--- src/rtl/planar_go_to_goal_velocity_macros.svh ---
// ----------------------------------------------------------------------------
// planar_go_to_goal_velocity_macros
// Assertion macros shared by the go-to-goal controller RTL.
// ----------------------------------------------------------------------------
`ifndef PLANAR_GO_TO_GOAL_VELOCITY_MACROS_SVH
`define PLANAR_GO_TO_GOAL_VELOCITY_MACROS_SVH

`ifndef SYNTHESIS

// expr holds at every clock edge out of reset
`define PGTGV_ASSERT(lbl, clk, rst_n, expr) \
  lbl: assert property (@(posedge clk) disable iff (!rst_n) (expr)) \
    else $error("pgtgv: check failed");

// ante implies cons in the same cycle
`define PGTGV_IMPLY(lbl, clk, rst_n, ante, cons) \
  lbl: assert property (@(posedge clk) disable iff (!rst_n) (ante) |-> (cons)) \
    else $error("pgtgv: implication failed");

// ante implies cons in the next cycle
`define PGTGV_NEXT(lbl, clk, rst_n, ante, cons) \
  lbl: assert property (@(posedge clk) disable iff (!rst_n) (ante) |=> (cons)) \
    else $error("pgtgv: sequence failed");

`else

`define PGTGV_ASSERT(lbl, clk, rst_n, expr)
`define PGTGV_IMPLY(lbl, clk, rst_n, ante, cons)
`define PGTGV_NEXT(lbl, clk, rst_n, ante, cons)

`endif

`endif

--- src/rtl/pgtgv_pkg.sv ---
// ----------------------------------------------------------------------------
// pgtgv_pkg
// Types, constants and helpers of the planar go-to-goal controller.
// ----------------------------------------------------------------------------
`timescale 1ns / 1ps

package pgtgv_pkg;

  // number format
  localparam int FRAC_BITS = 16;
  localparam int POS_W     = 32;
  localparam int YAW_W     = 19;
  localparam int DIFF_W    = POS_W + 1;
  localparam int VEL_W     = 32;
  localparam int LIM_W     = 31;
  localparam int TOL_W     = 16;
  localparam int CFG_IDX_W = 3;
  localparam int CFG_DAT_W = 32;

  // rotator datapath
  localparam int CDC_W      = 36;
  localparam int ANG_W      = 21;
  localparam int ATAN_LEN   = 24;
  localparam int ATAN_IDX_W = $clog2(ATAN_LEN);
  localparam int Q30_SH     = 30 - FRAC_BITS;

  // gain compensation, Q24, split multiply
  localparam int GAIN_SH   = 24;
  localparam int GAIN_W    = 25;
  localparam int MUL_LO_W  = CDC_W / 2;
  localparam int MUL_OP_W  = MUL_LO_W + 1;
  localparam int PP_W      = MUL_OP_W + GAIN_W;
  localparam int ACC_W     = CDC_W + GAIN_W;
  localparam int SAT_W     = ACC_W - GAIN_SH;
  localparam int MUL_PARTS = 4;
  localparam int MCNT_W    = 3;

  localparam logic signed [GAIN_W-1:0] GAIN_Q24 = 25'sd10188014;
  localparam logic signed [ACC_W-1:0]  GAIN_RND = ACC_W'(64'd1 << (GAIN_SH - 1));

  localparam logic [32:0] Q30_RND = 33'(64'd1 << (Q30_SH - 1));
  localparam logic [32:0] PI_RAW  = 33'd3373259426 + Q30_RND;
  localparam logic signed [ANG_W-1:0] PI_FIX      = ANG_W'(PI_RAW >> Q30_SH);
  localparam logic signed [ANG_W-1:0] TWO_PI_FIX  = PI_FIX <<< 1;
  localparam logic signed [ANG_W-1:0] HALF_PI_FIX = PI_FIX >>> 1;

  localparam logic [31:0] ATAN_Q30 [ATAN_LEN] = '{
    32'h3243F6A8, 32'h1DAC6705, 32'h0FADBAFC, 32'h07F56EA6, 32'h03FEAB76,
    32'h01FFD55B, 32'h00FFFAAA, 32'h007FFF55, 32'h003FFFEA, 32'h001FFFFD,
    32'h000FFFFF, 32'h0007FFFF, 32'h0003FFFF, 32'h0001FFFF, 32'h0000FFFF,
    32'h00007FFF, 32'h00003FFF, 32'h00001FFF, 32'h00000FFF, 32'h000007FF,
    32'h000003FF, 32'h000001FF, 32'h000000FF, 32'h0000007F
  };

  // config reset values
  localparam logic [LIM_W-1:0] X_LIM_RST    = 31'd13107;
  localparam logic [LIM_W-1:0] Y_LIM_RST    = 31'd13107;
  localparam logic [LIM_W-1:0] TURN_LIM_RST = 31'd32768;
  localparam logic [TOL_W-1:0] POS_TOL_RST  = 16'd328;
  localparam logic [TOL_W-1:0] HEAD_TOL_RST = 16'd3277;

  localparam int QUEUE_DEPTH = 2;

  typedef enum logic [1:0] {
    REQ_ODOM = 2'd0,
    REQ_GOAL = 2'd1,
    REQ_TICK = 2'd2
  } req_e;

  typedef enum logic [CFG_IDX_W-1:0] {
    CFG_X_LIMIT    = 3'd0,
    CFG_Y_LIMIT    = 3'd1,
    CFG_TURN_LIMIT = 3'd2,
    CFG_POS_TOL    = 3'd3,
    CFG_HEAD_TOL   = 3'd4
  } cfg_idx_e;

  typedef enum logic [1:0] {
    JOB_TURN   = 2'd0,
    JOB_ARRIVE = 2'd1,
    JOB_MOVE   = 2'd2
  } job_e;

  typedef enum logic [2:0] {
    B_IDLE = 3'd0,
    B_LOAD = 3'd1,
    B_ROT  = 3'd2,
    B_MUL  = 3'd3,
    B_DONE = 3'd4
  } back_state_e;

  typedef struct packed {
    logic [LIM_W-1:0] x_lim;
    logic [LIM_W-1:0] y_lim;
    logic [LIM_W-1:0] turn_lim;
    logic [TOL_W-1:0] pos_tol;
    logic [TOL_W-1:0] head_tol;
  } cfg_t;

  typedef struct packed {
    job_e                     kind;
    logic signed [DIFF_W-1:0] dx;
    logic signed [DIFF_W-1:0] dy;
    logic signed [YAW_W-1:0]  yaw;
    logic signed [VEL_W-1:0]  turn;
  } job_t;

  function automatic logic signed [ANG_W-1:0] atan_fix(input logic [ATAN_IDX_W-1:0] i);
    logic [32:0] r;
    r = {1'b0, ATAN_Q30[i]} + Q30_RND;
    return ANG_W'(r >> Q30_SH);
  endfunction

  function automatic logic signed [VEL_W-1:0] clamp_vel(input logic signed [SAT_W-1:0] v,
                                                        input logic [LIM_W-1:0] lim);
    logic signed [SAT_W-1:0] hi;
    logic signed [SAT_W-1:0] lo;
    logic signed [SAT_W-1:0] r;
    hi = signed'({{(SAT_W - LIM_W){1'b0}}, lim});
    lo = -hi;
    if (v > hi) begin
      r = hi;
    end else if (v < lo) begin
      r = lo;
    end else begin
      r = v;
    end
    return r[VEL_W-1:0];
  endfunction

endpackage

--- src/rtl/pgtgv_front.sv ---
// ----------------------------------------------------------------------------
// pgtgv_front
// Takes pose, goal and tick requests, keeps the pose state and classifies ticks.
// ----------------------------------------------------------------------------
`timescale 1ns / 1ps

module pgtgv_front
  import pgtgv_pkg::*;
(
  input  logic                    clk_i,
  input  logic                    rst_ni,
  input  cfg_t                    cfg_i,
  input  logic                    in_valid_i,
  output logic                    in_stall_o,
  input  logic [1:0]              req_type_i,
  input  logic signed [POS_W-1:0] pos_x_i,
  input  logic signed [POS_W-1:0] pos_y_i,
  input  logic signed [YAW_W-1:0] heading_i,
  output logic                    push_o,
  output job_t                    job_o,
  input  logic                    q_full_i
);

  logic signed [POS_W-1:0]  cur_x_q, cur_y_q, tgt_x_q, tgt_y_q;
  logic signed [YAW_W-1:0]  cur_yaw_q, tgt_yaw_q, yaw_q;
  logic                     moving_q, pend_q;
  logic signed [DIFF_W-1:0] dx_q, dy_q;
  logic signed [ANG_W-1:0]  dz_q;

  logic                     in_acc;
  logic signed [ANG_W-1:0]  htol;
  logic signed [DIFF_W-1:0] ptol;
  logic                     head_ok, pos_ok;

  assign in_acc     = in_valid_i && !in_stall_o;
  // pend_q marks a tick being classified until its job is pushed; it also holds off pose updates
  assign in_stall_o = pend_q;
  assign push_o     = pend_q && !q_full_i;

  always_comb begin
    htol    = signed'({{(ANG_W - TOL_W){1'b0}}, cfg_i.head_tol});
    ptol    = signed'({{(DIFF_W - TOL_W){1'b0}}, cfg_i.pos_tol});
    head_ok = (dz_q > -htol) && (dz_q < htol);
    pos_ok  = (dx_q > -ptol) && (dx_q < ptol) && (dy_q > -ptol) && (dy_q < ptol);

    job_o.dx   = dx_q;
    job_o.dy   = dy_q;
    job_o.yaw  = yaw_q;
    job_o.turn = clamp_vel(SAT_W'(dz_q), cfg_i.turn_lim);
    if (!head_ok) begin
      job_o.kind = JOB_TURN;
    end else if (pos_ok) begin
      job_o.kind = JOB_ARRIVE;
    end else begin
      job_o.kind = JOB_MOVE;
    end
  end

  always_ff @(posedge clk_i or negedge rst_ni) begin
    if (!rst_ni) begin
      cur_x_q   <= '0;
      cur_y_q   <= '0;
      cur_yaw_q <= '0;
      tgt_x_q   <= '0;
      tgt_y_q   <= '0;
      tgt_yaw_q <= '0;
      moving_q  <= 1'b0;
      pend_q    <= 1'b0;
      dx_q      <= '0;
      dy_q      <= '0;
      dz_q      <= '0;
      yaw_q     <= '0;
    end else begin
      if (in_acc) begin
        unique case (req_e'(req_type_i))
          REQ_ODOM: begin
            cur_x_q   <= pos_x_i;
            cur_y_q   <= pos_y_i;
            cur_yaw_q <= heading_i;
          end
          REQ_GOAL: begin
            tgt_x_q   <= pos_x_i;
            tgt_y_q   <= pos_y_i;
            tgt_yaw_q <= heading_i;
            moving_q  <= 1'b1;
          end
          REQ_TICK: begin
            if (moving_q) begin
              pend_q <= 1'b1;
              dx_q   <= DIFF_W'(tgt_x_q) - DIFF_W'(cur_x_q);
              dy_q   <= DIFF_W'(tgt_y_q) - DIFF_W'(cur_y_q);
              dz_q   <= ANG_W'(tgt_yaw_q) - ANG_W'(cur_yaw_q);
              yaw_q  <= cur_yaw_q;
            end
          end
          default: ;
        endcase
      end
      if (push_o) begin
        pend_q <= 1'b0;
        if (job_o.kind == JOB_ARRIVE) begin
          moving_q <= 1'b0;
        end
      end
    end
  end

endmodule

--- src/rtl/pgtgv_queue.sv ---
// ----------------------------------------------------------------------------
// pgtgv_queue
// Short job queue between the classifier and the velocity engine.
// ----------------------------------------------------------------------------
`timescale 1ns / 1ps

`include "planar_go_to_goal_velocity_macros.svh"

module pgtgv_queue
  import pgtgv_pkg::*;
(
  input  logic clk_i,
  input  logic rst_ni,
  input  logic push_i,
  input  job_t job_i,
  output logic full_o,
  output logic valid_o,
  output job_t job_o,
  input  logic pop_i
);

  localparam int PTR_W = $clog2(QUEUE_DEPTH);
  localparam int CNT_W = $clog2(QUEUE_DEPTH + 1);

  job_t             mem_q [QUEUE_DEPTH];
  logic [PTR_W-1:0] wr_q, rd_q;
  logic [CNT_W-1:0] cnt_q;

  assign full_o  = (cnt_q == CNT_W'(QUEUE_DEPTH));
  assign valid_o = (cnt_q != '0);
  assign job_o   = mem_q[rd_q];

  always_ff @(posedge clk_i) begin
    if (push_i) begin
      mem_q[wr_q] <= job_i;
    end
  end

  always_ff @(posedge clk_i or negedge rst_ni) begin
    if (!rst_ni) begin
      wr_q  <= '0;
      rd_q  <= '0;
      cnt_q <= '0;
    end else begin
      if (push_i) begin
        wr_q <= wr_q + 1'b1;
      end
      if (pop_i) begin
        rd_q <= rd_q + 1'b1;
      end
      if (push_i && !pop_i) begin
        cnt_q <= cnt_q + 1'b1;
      end else if (pop_i && !push_i) begin
        cnt_q <= cnt_q - 1'b1;
      end
    end
  end

  `PGTGV_ASSERT(a_no_overflow, clk_i, rst_ni, !(push_i && full_o))
  `PGTGV_ASSERT(a_no_underflow, clk_i, rst_ni, !(pop_i && !valid_o))
  `PGTGV_NEXT(a_push_visible, clk_i, rst_ni, push_i && !pop_i, valid_o)

endmodule

--- src/rtl/pgtgv_back.sv ---
// ----------------------------------------------------------------------------
// pgtgv_back
// Velocity engine: CORDIC frame rotation, gain scaling, clamp, result reg.
// ----------------------------------------------------------------------------
`timescale 1ns / 1ps

`include "planar_go_to_goal_velocity_macros.svh"

module pgtgv_back
  import pgtgv_pkg::*;
#(
  parameter int CORDIC_STEPS = 16
) (
  input  logic                    clk_i,
  input  logic                    rst_ni,
  input  cfg_t                    cfg_i,
  input  logic                    q_valid_i,
  input  job_t                    q_job_i,
  output logic                    q_pop_o,
  output logic                    out_valid_o,
  input  logic                    out_stall_i,
  output logic signed [VEL_W-1:0] vel_forward_o,
  output logic signed [VEL_W-1:0] vel_sideways_o,
  output logic signed [VEL_W-1:0] vel_turn_o,
  output logic                    arrived_o
);

  localparam int STEP_W = $clog2(CORDIC_STEPS);
  localparam logic [STEP_W-1:0] STEP_LAST = STEP_W'(CORDIC_STEPS - 1);
  localparam logic [MCNT_W-1:0] MCNT_LAST = MCNT_W'(MUL_PARTS);

  back_state_e state_q, state_d;
  logic [STEP_W-1:0] step_q;
  logic [MCNT_W-1:0] mcnt_q, mprev;

  logic signed [CDC_W-1:0] x_q, y_q, x_rot, y_rot, xs, ys;
  logic signed [ANG_W-1:0] z_q, z_rot, at, a_neg, a_wrap, z_fold;
  logic                    flip;

  logic signed [MUL_OP_W-1:0] mop;
  logic signed [PP_W-1:0]     pp_q, pp_d;
  logic signed [ACC_W-1:0]    acc_x_q, acc_y_q, acc_add;

  logic                    out_valid_q, arr_q, arr_d;
  logic signed [VEL_W-1:0] vf_q, vs_q, vt_q, vf_d, vs_d, vt_d;

  logic out_free, out_ld, capture;

  assign out_free = !out_valid_q || !out_stall_i;

  // ---------------- control ----------------
  always_ff @(posedge clk_i or negedge rst_ni) begin
    if (!rst_ni) begin
      state_q <= B_IDLE;
    end else begin
      state_q <= state_d;
    end
  end

  always_comb begin
    state_d = state_q;
    q_pop_o = 1'b0;
    out_ld  = 1'b0;
    capture = 1'b0;
    vf_d    = '0;
    vs_d    = '0;
    vt_d    = '0;
    arr_d   = 1'b0;
    unique case (state_q)
      B_IDLE: begin
        // turn and arrive requests go straight to the result register
        vt_d  = (q_job_i.kind == JOB_TURN) ? q_job_i.turn : '0;
        arr_d = (q_job_i.kind == JOB_ARRIVE);
        if (q_valid_i) begin
          if (q_job_i.kind == JOB_MOVE) begin
            q_pop_o = 1'b1;
            capture = 1'b1;
            state_d = B_LOAD;
          end else if (out_free) begin
            q_pop_o = 1'b1;
            out_ld  = 1'b1;
          end
        end
      end
      B_LOAD: state_d = B_ROT;
      B_ROT: begin
        if (step_q == STEP_LAST) begin
          state_d = B_MUL;
        end
      end
      B_MUL: begin
        if (mcnt_q == MCNT_LAST) begin
          state_d = B_DONE;
        end
      end
      B_DONE: begin
        vf_d = clamp_vel(signed'(acc_x_q[ACC_W-1:GAIN_SH]), cfg_i.x_lim);
        vs_d = clamp_vel(signed'(acc_y_q[ACC_W-1:GAIN_SH]), cfg_i.y_lim);
        if (out_free) begin
          out_ld  = 1'b1;
          state_d = B_IDLE;
        end
      end
      default: state_d = B_IDLE;
    endcase
  end

  // ---------------- datapath ----------------
  // rotation angle is -yaw; |yaw| < 2*pi so one wrap step suffices
  always_comb begin
    a_neg = -z_q;
    if (a_neg >= PI_FIX) begin
      a_wrap = a_neg - TWO_PI_FIX;
    end else if (a_neg < -PI_FIX) begin
      a_wrap = a_neg + TWO_PI_FIX;
    end else begin
      a_wrap = a_neg;
    end
    flip = 1'b1;
    if (a_wrap > HALF_PI_FIX) begin
      z_fold = a_wrap - PI_FIX;
    end else if (a_wrap < -HALF_PI_FIX) begin
      z_fold = a_wrap + PI_FIX;
    end else begin
      z_fold = a_wrap;
      flip   = 1'b0;
    end
  end

  always_comb begin
    xs = x_q >>> step_q;
    ys = y_q >>> step_q;
    at = atan_fix(ATAN_IDX_W'(step_q));
    if (z_q >= 0) begin
      x_rot = x_q - ys;
      y_rot = y_q + xs;
      z_rot = z_q - at;
    end else begin
      x_rot = x_q + ys;
      y_rot = y_q - xs;
      z_rot = z_q + at;
    end
  end

  // gain multiply in four 19x25 partial products: x lo, x hi, y lo, y hi
  always_comb begin
    case (mcnt_q[1:0])
      2'd0:    mop = signed'({1'b0, x_q[MUL_LO_W-1:0]});
      2'd1:    mop = MUL_OP_W'(signed'(x_q[CDC_W-1:MUL_LO_W]));
      2'd2:    mop = signed'({1'b0, y_q[MUL_LO_W-1:0]});
      default: mop = MUL_OP_W'(signed'(y_q[CDC_W-1:MUL_LO_W]));
    endcase
    pp_d    = PP_W'(mop) * PP_W'(GAIN_Q24);
    mprev   = mcnt_q - 1'b1;
    acc_add = mprev[0] ? (ACC_W'(pp_q) <<< MUL_LO_W) : ACC_W'(pp_q);
  end

  always_ff @(posedge clk_i or negedge rst_ni) begin
    if (!rst_ni) begin
      step_q <= '0;
      mcnt_q <= '0;
    end else begin
      if (state_q == B_LOAD) begin
        step_q <= '0;
        mcnt_q <= '0;
      end
      if (state_q == B_ROT) begin
        step_q <= step_q + 1'b1;
      end
      if (state_q == B_MUL) begin
        mcnt_q <= mcnt_q + 1'b1;
      end
    end
  end

  always_ff @(posedge clk_i) begin
    if (capture) begin
      x_q <= CDC_W'(q_job_i.dx);
      y_q <= CDC_W'(q_job_i.dy);
      z_q <= ANG_W'(q_job_i.yaw);
    end
    if (state_q == B_LOAD) begin
      x_q     <= flip ? -x_q : x_q;
      y_q     <= flip ? -y_q : y_q;
      z_q     <= z_fold;
      acc_x_q <= GAIN_RND;
      acc_y_q <= GAIN_RND;
    end
    if (state_q == B_ROT) begin
      x_q <= x_rot;
      y_q <= y_rot;
      z_q <= z_rot;
    end
    if (state_q == B_MUL) begin
      if (mcnt_q != MCNT_LAST) begin
        pp_q <= pp_d;
      end
      if (mcnt_q != '0) begin
        if (mprev[1]) begin
          acc_y_q <= acc_y_q + acc_add;
        end else begin
          acc_x_q <= acc_x_q + acc_add;
        end
      end
    end
  end

  // ---------------- result register ----------------
  always_ff @(posedge clk_i or negedge rst_ni) begin
    if (!rst_ni) begin
      out_valid_q <= 1'b0;
    end else if (out_ld) begin
      out_valid_q <= 1'b1;
    end else if (!out_stall_i) begin
      out_valid_q <= 1'b0;
    end
  end

  always_ff @(posedge clk_i) begin
    if (out_ld) begin
      vf_q  <= vf_d;
      vs_q  <= vs_d;
      vt_q  <= vt_d;
      arr_q <= arr_d;
    end
  end

  assign out_valid_o    = out_valid_q;
  assign vel_forward_o  = vf_q;
  assign vel_sideways_o = vs_q;
  assign vel_turn_o     = vt_q;
  assign arrived_o      = arr_q;

  `PGTGV_IMPLY(a_arrive_still, clk_i, rst_ni, out_valid_o && arrived_o,
               vel_forward_o == '0 && vel_sideways_o == '0 && vel_turn_o == '0)
  `PGTGV_IMPLY(a_fwd_bound, clk_i, rst_ni, out_valid_o,
               vel_forward_o <= signed'({1'b0, cfg_i.x_lim}) &&
               vel_forward_o >= -signed'({1'b0, cfg_i.x_lim}))
  `PGTGV_NEXT(a_move_starts, clk_i, rst_ni, q_pop_o && q_job_i.kind == JOB_MOVE,
              state_q == B_LOAD)

endmodule

--- src/rtl/planar_go_to_goal_velocity.sv ---
// ----------------------------------------------------------------------------
// planar_go_to_goal_velocity
// Go-to-goal velocity controller for a planar base: pose and goal requests
// in, one velocity command per control tick while a goal is active.
// ----------------------------------------------------------------------------
//  channel | handshake              | payload
//  --------+------------------------+-------------------------------------------
//  in      | in_valid_i/in_stall_o  | req_type_i pos_x_i pos_y_i heading_i
//  out     | out_valid_o/out_stall_i| vel_forward_o vel_sideways_o vel_turn_o
//          |                        | arrived_o
//  cfg     | cfg_valid_i/cfg_ready_o| cfg_index_i cfg_data_i
//
//  Pose and goal requests update the state registers directly; a tick holds the
//  input while it is classified, until its job is pushed into a short queue.
//  Turn and arrival results pass from the queue straight into the result
//  register. A translation passes the load, rotate, multiply and done states,
//  with the one-step-per-cycle CORDIC rotator and the four-part gain multiply.
//  Reset clears pose state and restores config defaults; no clearing pass.
//  Output stall holds the result register; input stalls only while a tick is
//  being classified, which a full queue prolongs.
// ----------------------------------------------------------------------------
`timescale 1ns / 1ps

module planar_go_to_goal_velocity
  import pgtgv_pkg::*;
#(
  parameter int CORDIC_STEPS = 16
) (
  input  logic                        clk_i,
  input  logic                        rst_ni,
  input  logic                        in_valid_i,
  output logic                        in_stall_o,
  input  logic [1:0]                  req_type_i,
  input  logic signed [POS_W-1:0]     pos_x_i,
  input  logic signed [POS_W-1:0]     pos_y_i,
  input  logic signed [YAW_W-1:0]     heading_i,
  output logic                        out_valid_o,
  input  logic                        out_stall_i,
  output logic signed [VEL_W-1:0]     vel_forward_o,
  output logic signed [VEL_W-1:0]     vel_sideways_o,
  output logic signed [VEL_W-1:0]     vel_turn_o,
  output logic                        arrived_o,
  input  logic                        cfg_valid_i,
  output logic                        cfg_ready_o,
  input  logic [CFG_IDX_W-1:0]        cfg_index_i,
  input  logic [CFG_DAT_W-1:0]        cfg_data_i
);

  cfg_t cfg_q;
  logic push, q_full, q_valid, q_pop;
  job_t push_job, q_job;

  assign cfg_ready_o = 1'b1;

  always_ff @(posedge clk_i or negedge rst_ni) begin
    if (!rst_ni) begin
      cfg_q.x_lim    <= X_LIM_RST;
      cfg_q.y_lim    <= Y_LIM_RST;
      cfg_q.turn_lim <= TURN_LIM_RST;
      cfg_q.pos_tol  <= POS_TOL_RST;
      cfg_q.head_tol <= HEAD_TOL_RST;
    end else if (cfg_valid_i && cfg_ready_o) begin
      unique case (cfg_idx_e'(cfg_index_i))
        CFG_X_LIMIT:    cfg_q.x_lim    <= cfg_data_i[LIM_W-1:0];
        CFG_Y_LIMIT:    cfg_q.y_lim    <= cfg_data_i[LIM_W-1:0];
        CFG_TURN_LIMIT: cfg_q.turn_lim <= cfg_data_i[LIM_W-1:0];
        CFG_POS_TOL:    cfg_q.pos_tol  <= cfg_data_i[TOL_W-1:0];
        CFG_HEAD_TOL:   cfg_q.head_tol <= cfg_data_i[TOL_W-1:0];
        default: ;
      endcase
    end
  end

  pgtgv_front u_front (
    .clk_i      (clk_i),
    .rst_ni     (rst_ni),
    .cfg_i      (cfg_q),
    .in_valid_i (in_valid_i),
    .in_stall_o (in_stall_o),
    .req_type_i (req_type_i),
    .pos_x_i    (pos_x_i),
    .pos_y_i    (pos_y_i),
    .heading_i  (heading_i),
    .push_o     (push),
    .job_o      (push_job),
    .q_full_i   (q_full)
  );

  pgtgv_queue u_queue (
    .clk_i   (clk_i),
    .rst_ni  (rst_ni),
    .push_i  (push),
    .job_i   (push_job),
    .full_o  (q_full),
    .valid_o (q_valid),
    .job_o   (q_job),
    .pop_i   (q_pop)
  );

  pgtgv_back #(
    .CORDIC_STEPS (CORDIC_STEPS)
  ) u_back (
    .clk_i          (clk_i),
    .rst_ni         (rst_ni),
    .cfg_i          (cfg_q),
    .q_valid_i      (q_valid),
    .q_job_i        (q_job),
    .q_pop_o        (q_pop),
    .out_valid_o    (out_valid_o),
    .out_stall_i    (out_stall_i),
    .vel_forward_o  (vel_forward_o),
    .vel_sideways_o (vel_sideways_o),
    .vel_turn_o     (vel_turn_o),
    .arrived_o      (arrived_o)
  );

endmodule

--- config.mk ---
export PLATFORM = sky130hd
export DESIGN_NAME = planar_go_to_goal_velocity
export DESIGN_NICKNAME = d
export VERILOG_FILES = /design/src/rtl/pgtgv_pkg.sv /design/src/rtl/pgtgv_front.sv /design/src/rtl/pgtgv_queue.sv /design/src/rtl/pgtgv_back.sv /design/src/rtl/planar_go_to_goal_velocity.sv
export VERILOG_INCLUDE_DIRS = /design/src /design/src/rtl
export SDC_FILE = /design/constraint.sdc
export NUM_CORES = 2
export LEC_CHECK = 0
export ABC_AREA = 1
export BUFFER_PORTS_ARGS = -buffer_cell sky130_fd_sc_hd__buf_2
export CORE_ASPECT_RATIO = 0.9
export CORE_MARGIN = 2
export CORE_UTILIZATION = 48
export CTS_BUF_LIST = sky130_fd_sc_hd__clkbuf_4
export DETAILED_ROUTE_END_ITERATION = 16
export PLACE_DENSITY = 0.69
export SLEW_MARGIN = 10
export SYNTH_ARGS = -nofsm -noshare
export SYNTH_HDL_FRONTEND = slang
export SYNTH_SLANG_ARGS = --single-unit
--- constraint.sdc ---
create_clock -name clk_i -period 10.3 [get_ports clk_i]
set_input_delay 1.03 -clock clk_i [delete_from_list [all_inputs] [get_ports clk_i]]
set_output_delay 1.03 -clock clk_i [all_outputs]
set_load 0.05 [all_outputs]
Word-level counts from Yosys, hierarchy flattened
Memories as Yosys holds them, arrays and structs flattened. Index checks and enable logic that the tools add are counted.

Word-level logic and storage cells: 236. Memory bits (read-only): 1024. Memory bits (writable): 238. Flip-flop bits (word level): 768. Bits of input ports: 125. Output and inout bits: 100. Memories: 2.

Add/subtract/negate cells: 31. Eq/ne operators: 26. Order comparisons: 18. Shift operators: 2. Bitwise operators: 2. Reductions and logical operators: 44. $mul: 1. Multiplexer cells: 74.

Memory list: (no name shown) (depth 32, bits a word 32, read ports 1, clocked after Yosys merged registers in 0, wr ports 0, line pgtgv_pkg.sv:110) `r = {1'b0, ATAN_Q30[i]} + Q30_RND;`; u_queue.mem_q (depth 2, bits a word 119, read ports 1, clocked after Yosys merged registers in 0, wr ports 1, line pgtgv_queue.sv:25) `job_t mem_q [QUEUE_DEPTH];`.

Operator list (number): two-way mux 61 bit (9); two-way mux 36 bit (10); two-way mux 32 bit (6); two-way mux 21 bit (8); adder 61 bit (2); negation 31 -> 37 bit (3); greater-than comparator 37 x 32 -> 1 bit (2); < comparator 37 bit (2); adder 36 bit (2); negation 36 bit (2); >>> shifter 36 x 4 -> 36 bit (2); subtractor 36 bit (2); greater-than comparator 33 bit (2); < comparator 33 x 17 -> 1 bit (2); subtractor 32 x 32 -> 33 bit (2); two-way mux 31 bit (2); case mux 19 bit (3 select lines) (1); multiplier 19 x 24 -> 43 bit (second input constant) (1); < comparator 20 x 37 -> 1 bit (1); adder 32 x 14 -> 33 bit (second input constant) (1); negation 16 -> 33 bit (1); greater-than comparator 20 x 32 -> 1 bit (1); two-way mux 1 bit (23); adder 21 x 19 -> 21 bit (second input constant) (1); other kinds (49) (110).

Depth between registers and ports, before layout
Depth after elaboration: 10. Mapped depth: 41.

Modules after synthesis
A second synthesis with hierarchy kept.

Cells, all modules: 11046. Area, all modules: 85315.6 µm².

Modules (own cells, without submodules): pgtgv_back (times used 1, cells each 7262, area an instance 50155.6 µm²); pgtgv_front (times used 1, cells each 2834, area an instance 21194.1 µm²); pgtgv_queue (times used 1, cells each 395, area an instance 8827.2 µm²); planar_go_to_goal_velocity (times used 1, cells each 555, area an instance 5138.7 µm²).

Worst setup path before layout
No wires, ideal clock.

Path type: reg2reg. From: register u_back.mcnt_q[0]. To: register u_back.pp_q[42], data pin. Clock period less this slack: 8.318 ns. Setup time: 0.258 ns. Required time: 10.042 ns. Path slack: 1.982 ns. Arrival time: 8.060 ns. Path buffers: 3. Stages on the path, launching flop included: 37. Cells stage by stage: dfrtp_1 > clkbuf_1 > clkinv_1 > clkbuf_1 > ha_1 > inv_1 > clkbuf_1 > o21ai_0 > o22ai_1 > inv_1 > ha_1 > inv_1 > fa_1 > inv_1 > fa_1 > inv_1 > fa_1 > inv_1 > fa_1 > fa_1 > inv_1 > fa_1 > inv_1 > ha_1 > nand2_1 > nor2_1 > nand4_1 > o211a_1 > o21ai_0 > a21oi_1 > o31ai_1 > nand2_1 > nand2_1 > a21boi_0 > o21bai_1 > a21oi_1 > xnor2_1.

Word-level cells in the longest chain between the ends: 3. Elaborated cells between the ends (all ways): 5. Those cells by class: mul (1); eq/ne (2); mux (1); reduce/logical (1).

Ends and longest elaborated chain: from (decl) (line pgtgv_back.sv:34) `logic [MCNT_W-1:0] mcnt_q, mprev;`; from (signal assigned) (line pgtgv_back.sv:171) `mcnt_q <= mcnt_q + 1'b1;`; equality test 2 bit, or another cell as far along (line pgtgv_back.sv:147) `case (mcnt_q[1:0])`; case mux 19 bit (3 select lines) * (line pgtgv_back.sv:147); multiplier 19 x 24 -> 43 bit * (line pgtgv_back.sv:153) `pp_d = PP_W'(mop) * PP_W'(GAIN_Q24);`; via u_back.pp_d[42] (line pgtgv_back.sv:41) `logic signed [PP_W-1:0] pp_q, pp_d;`; to (signal assigned) (line pgtgv_back.sv:196) `pp_q <= pp_d;`; to (decl) (line pgtgv_back.sv:41).

Mark *: on every way through the listed nets, which the timed path passes. The rest lies on a longest branch. A chain may end at the register's enable or synchronous reset.

Worst setup path after layout
Ends and elaborated chain as after synthesis.

==> results.txt <==
- The hold violation count in the final report was 0.
- Prior to clock tree synthesis, the placed netlist has a worst setup slack of 1130 ps.
- Worst path setup slack after routing: 994 ps
* Row count: 144
* Area added between synthesis and finish: 9.25%
* Worst hold path type: in -> reg
* Post-Synthesis Cell Area: 82800 µm²
* Worst Path Class, Setup: reg -> reg
* Starting density of the core: 48.3%
- Number of nets with antenna violations after routing: 0
* Synth unique cells: 87
- Cell types occupying the most area after synthesis: sky130_fd_sc_hd__edfxtp_1 (17%), sky130_fd_sc_hd__ha_1 (13%), sky130_fd_sc_hd__dfrtp_1 (12%)
- Library cell with the largest summed area after synthesis: sky130_fd_sc_hd__edfxtp_1
- Remaining routing DRC violations: 0
- The Yosys step of the flow raised 0 warnings.
- Summing all placed instances gives a cell area of 86000 µm².
- Initial drt markers: 7078
* # IOs: 225
- Worst max-slew margin expressed relative to the limit: 24.3%
- In the final timing run, aggregate negative setup slack is 0 ps.
- Derived from the worst setup path, the maximum achievable clock frequency is 107 MHz.
* Bufs on Longest Clock Path: 4
- Entering global routing, the biggest net connects 121 pins.
* Final cell area excluding filler cells: 90500 µm²
- The number of buffers and inverters on the critical path is 6.
- The largest single stage delay on the critical path is 960 ps.
- Cell with the biggest individual delay on the critical path: sky130_fd_sc_hd__o22ai_1
* Wire length of the first global-routing pass: 413000 µm
- Number of buffer cells added on primary ports: 222
- Clock-pin slew was measured on the worst setup and hold paths at 70 ps.
- For this run, asynchronously set or reset flops after synthesis account for 41.1%.
* Worst hold path depth: 4
* Post-cts sizing count: 0
- The final layout contains 12100 nets.
* Cells after synthesis: 10600
* Wirelength, routed: 271000 µm
- Global placement routability congestion: 0.991
- In this run the horizontal extent of the chip is 442 µm.
* Post-synthesis sequential area ratio: 32.5%
- The synthesized design contains 471 enable-type register cells.
* Final-layout fill cell count: 16200
- STA classifies the critical path startpoint as a flop.
- Die area: 176000 µm²
- Area of the multi-input gates: 49400 µm²
- Clock latency of the later-clocked register in the worst-skew pair: 1380 ps
* First-pass detailed-route iteration total: 9
- TritonCTS built the clock tree.
- The number of cells on the worst reg-to-reg path is 29.
- Sinks on the clock net: 1004
- For the pin with the worst max-slew slack, the measured transition is 1130 ps.
* WL per Instance: 20.2 µm
* RSZ-0062 raised after global routing: false
* Post-DP HPWL: 210000 µm
- The sequential cells in the finished layout cover a total of 26900 µm².
- At the worst endpoint, the required time is 11340 ps.
- Crit end category: flop
- Number of synthesized register bits: 1004
- In this run the worst path has a maximum fanout of 37.
- STA puts the critical path data arrival time at 10350 ps.
- Top delay family on crit path: adder cells
* Clock skew after layout: 149 ps
- Number of global-route vias before repair: 71700
* Clock H-tree levels: 5
* Final setup violation count: 0
* Logic depth of the worst setup path including buffers: 29
* Mapped Nets: 11800
- CTS placed an instance of sky130_fd_sc_hd__clkbuf_4 at the clock tree root.
- Overall fraction of global-route tracks in use: 30.1%
- Antenna violations before repair: 13
- Overall overflow remaining after global route: 0
- Number of vias per cell: 5.65
- Top-area cell type share of the netlist area: 17.1%
- The floorplan step set the die height to 398 µm.
- The worst path uses 90.3% of the clock period.
* Post-layout minimum cycle time: 9310 ps
- The run finished with clean final reports.
* Dominant synthesized flop cell: sky130_fd_sc_hd__edfxtp_1
- Summing over every cut layer, the via total after detailed routing is 75800.
* Core area: 171000 µm²
- Number of CTS-inserted buffers: 291
* Final Max Slew Viols: 0
- Mean area per synthesized cell: 7.81 µm²
- Max-cap violations: 0
- The post-route netlist has 8.50% of its cells at a drive strength greater than 1.
==> cells in the mapped netlist (77+ instances only) <==
library cell               count
sky130_fd_sc_hd__a21oi_1     710
sky130_fd_sc_hd__clkbuf_1    240
sky130_fd_sc_hd__dfrtp_1     386
sky130_fd_sc_hd__dfxtp_1     120
sky130_fd_sc_hd__edfxtp_1    471
sky130_fd_sc_hd__fa_1        190
sky130_fd_sc_hd__ha_1        858
sky130_fd_sc_hd__inv_1      1358
sky130_fd_sc_hd__mux2i_1      77
sky130_fd_sc_hd__nand2_1    2299
sky130_fd_sc_hd__nand3_1     428
sky130_fd_sc_hd__nand4_1     115
sky130_fd_sc_hd__nor2_1      739
sky130_fd_sc_hd__nor3_1      112
sky130_fd_sc_hd__o211ai_1     87
sky130_fd_sc_hd__o21ai_0    1066
sky130_fd_sc_hd__o22ai_1      90
sky130_fd_sc_hd__xnor2_1     145
sky130_fd_sc_hd__xor2_1      321
==> sequential cells by signal, summed over array words and instances, names as in the netlist, 33 cells and up <==
| name | cells |
|---|---|
| u_back.acc_y_q | 60 |
| cfg_q | 125 |
| u_back.pp_q | 43 |
| u_back.acc_x_q | 60 |
| u_back.x_q | 36 |
| u_queue.mem_q | 238 |
| u_front.dy_q | 33 |
| u_front.dx_q | 33 |
| u_back.y_q | 36 |
==> worst paths after layout <==
| path | start | end | slack (ps) |
|---|---|---|---|
| min in group asynchronous | rst_ni | u_front.cur_y_q[12] | 360 |
| max | u_back.mcnt_q[0] | u_back.pp_q[42] | 990 |
| min reg2reg | u_front.yaw_q[0] | u_queue.mem_q[0][32] | 470 |
| max reg2reg | u_back.mcnt_q[0] | u_back.pp_q[42] | 990 |
| max in group asynchronous | rst_ni | u_queue.rd_q | 7620 |
| min | req_type_i[1] | u_front.tgt_yaw_q[1] | 160 |
==> layout make-up <==
type,instances,share of cell area (%)
well taps,2263,3.13
repair buffers,389,2.90
multi-input cells,7883,54.6
inverters,1394,5.80
flip-flops and latches,1004,29.8
clock inverters,61,0.297
clock buffers,426,3.53
diodes,9,0.0249
==> placed cells by master (no fill, tap or decap), types with 101 or more instances in the layout <==
master	count
sky130_fd_sc_hd__nand2_1	2297
sky130_fd_sc_hd__inv_1	1353
sky130_fd_sc_hd__o21ai_0	1066
sky130_fd_sc_hd__ha_1	858
sky130_fd_sc_hd__nor2_1	732
sky130_fd_sc_hd__a21oi_1	709
sky130_fd_sc_hd__edfxtp_1	471
sky130_fd_sc_hd__nand3_1	427
sky130_fd_sc_hd__clkbuf_4	426
sky130_fd_sc_hd__dfrtp_1	384
sky130_fd_sc_hd__xor2_1	321
sky130_fd_sc_hd__buf_2	221
sky130_fd_sc_hd__fa_1	190
sky130_fd_sc_hd__xnor2_1	145
sky130_fd_sc_hd__dfxtp_1	120
sky130_fd_sc_hd__nand4_1	115
sky130_fd_sc_hd__nor3_1	111
sky130_fd_sc_hd__dlygate4sd3_1	101
==> metal layers <==
layer	track usage, %	routed length [µm]	share of wire, %
met5	0	13	0.0048
met2	45.4	115000	43
met1	43.1	123000	45
met4	10.7	9340	3.4
met3	5.49	23200	8.5
==> metrics by stage <==
step / util (%) / hold WS (ps) / instances
floorplan: - / 442 / 10600
global placement: 50.2 / 452 / 12800
detailed placement: 50.2 / 452 / 12800
CTS: 52.8 / 0.761 / 13400
global route: 52.8 / 80.3 / 13400
finish: 52.8 / 162 / 13400
==> repair_timing <==
item	4_1_cts	5_1_grt
hold endpoints to repair	296	0
hold buffers	101	0
buffers inserted	0	0
==> tightest hold or removal path, delay by kind of cell <==
kind            cells  cell delay, ps
buf+inv             1             130
simple gates        2             210
compound gates      1              70
==> kinds of logic (layout without fill, tap and decap cells) <==
| group | Yosys count | count (layout) | share of synthesized area, % |
|---|---|---|---|
| other | 1 | 10 | 0.00453 |
| AOI/OAI and AO/OA | 2383 | 2383 | 16.2 |
| adders and majority gates | 1048 | 1048 | 17.6 |
| xor gates and xnor gates | 467 | 467 | 4.95 |
| muxes | 80 | 80 | 0.971 |
| buffers and inverters | 1715 | 2270 | 8.00 |
| and+or+nand+nor | 3904 | 3904 | 19.8 |
| DFF | 1004 | 1004 | 32.5 |
Power is left out: the tool's default activity adds up to more than one toggle a clock period on the data nets, which glitch-free logic cannot reach.
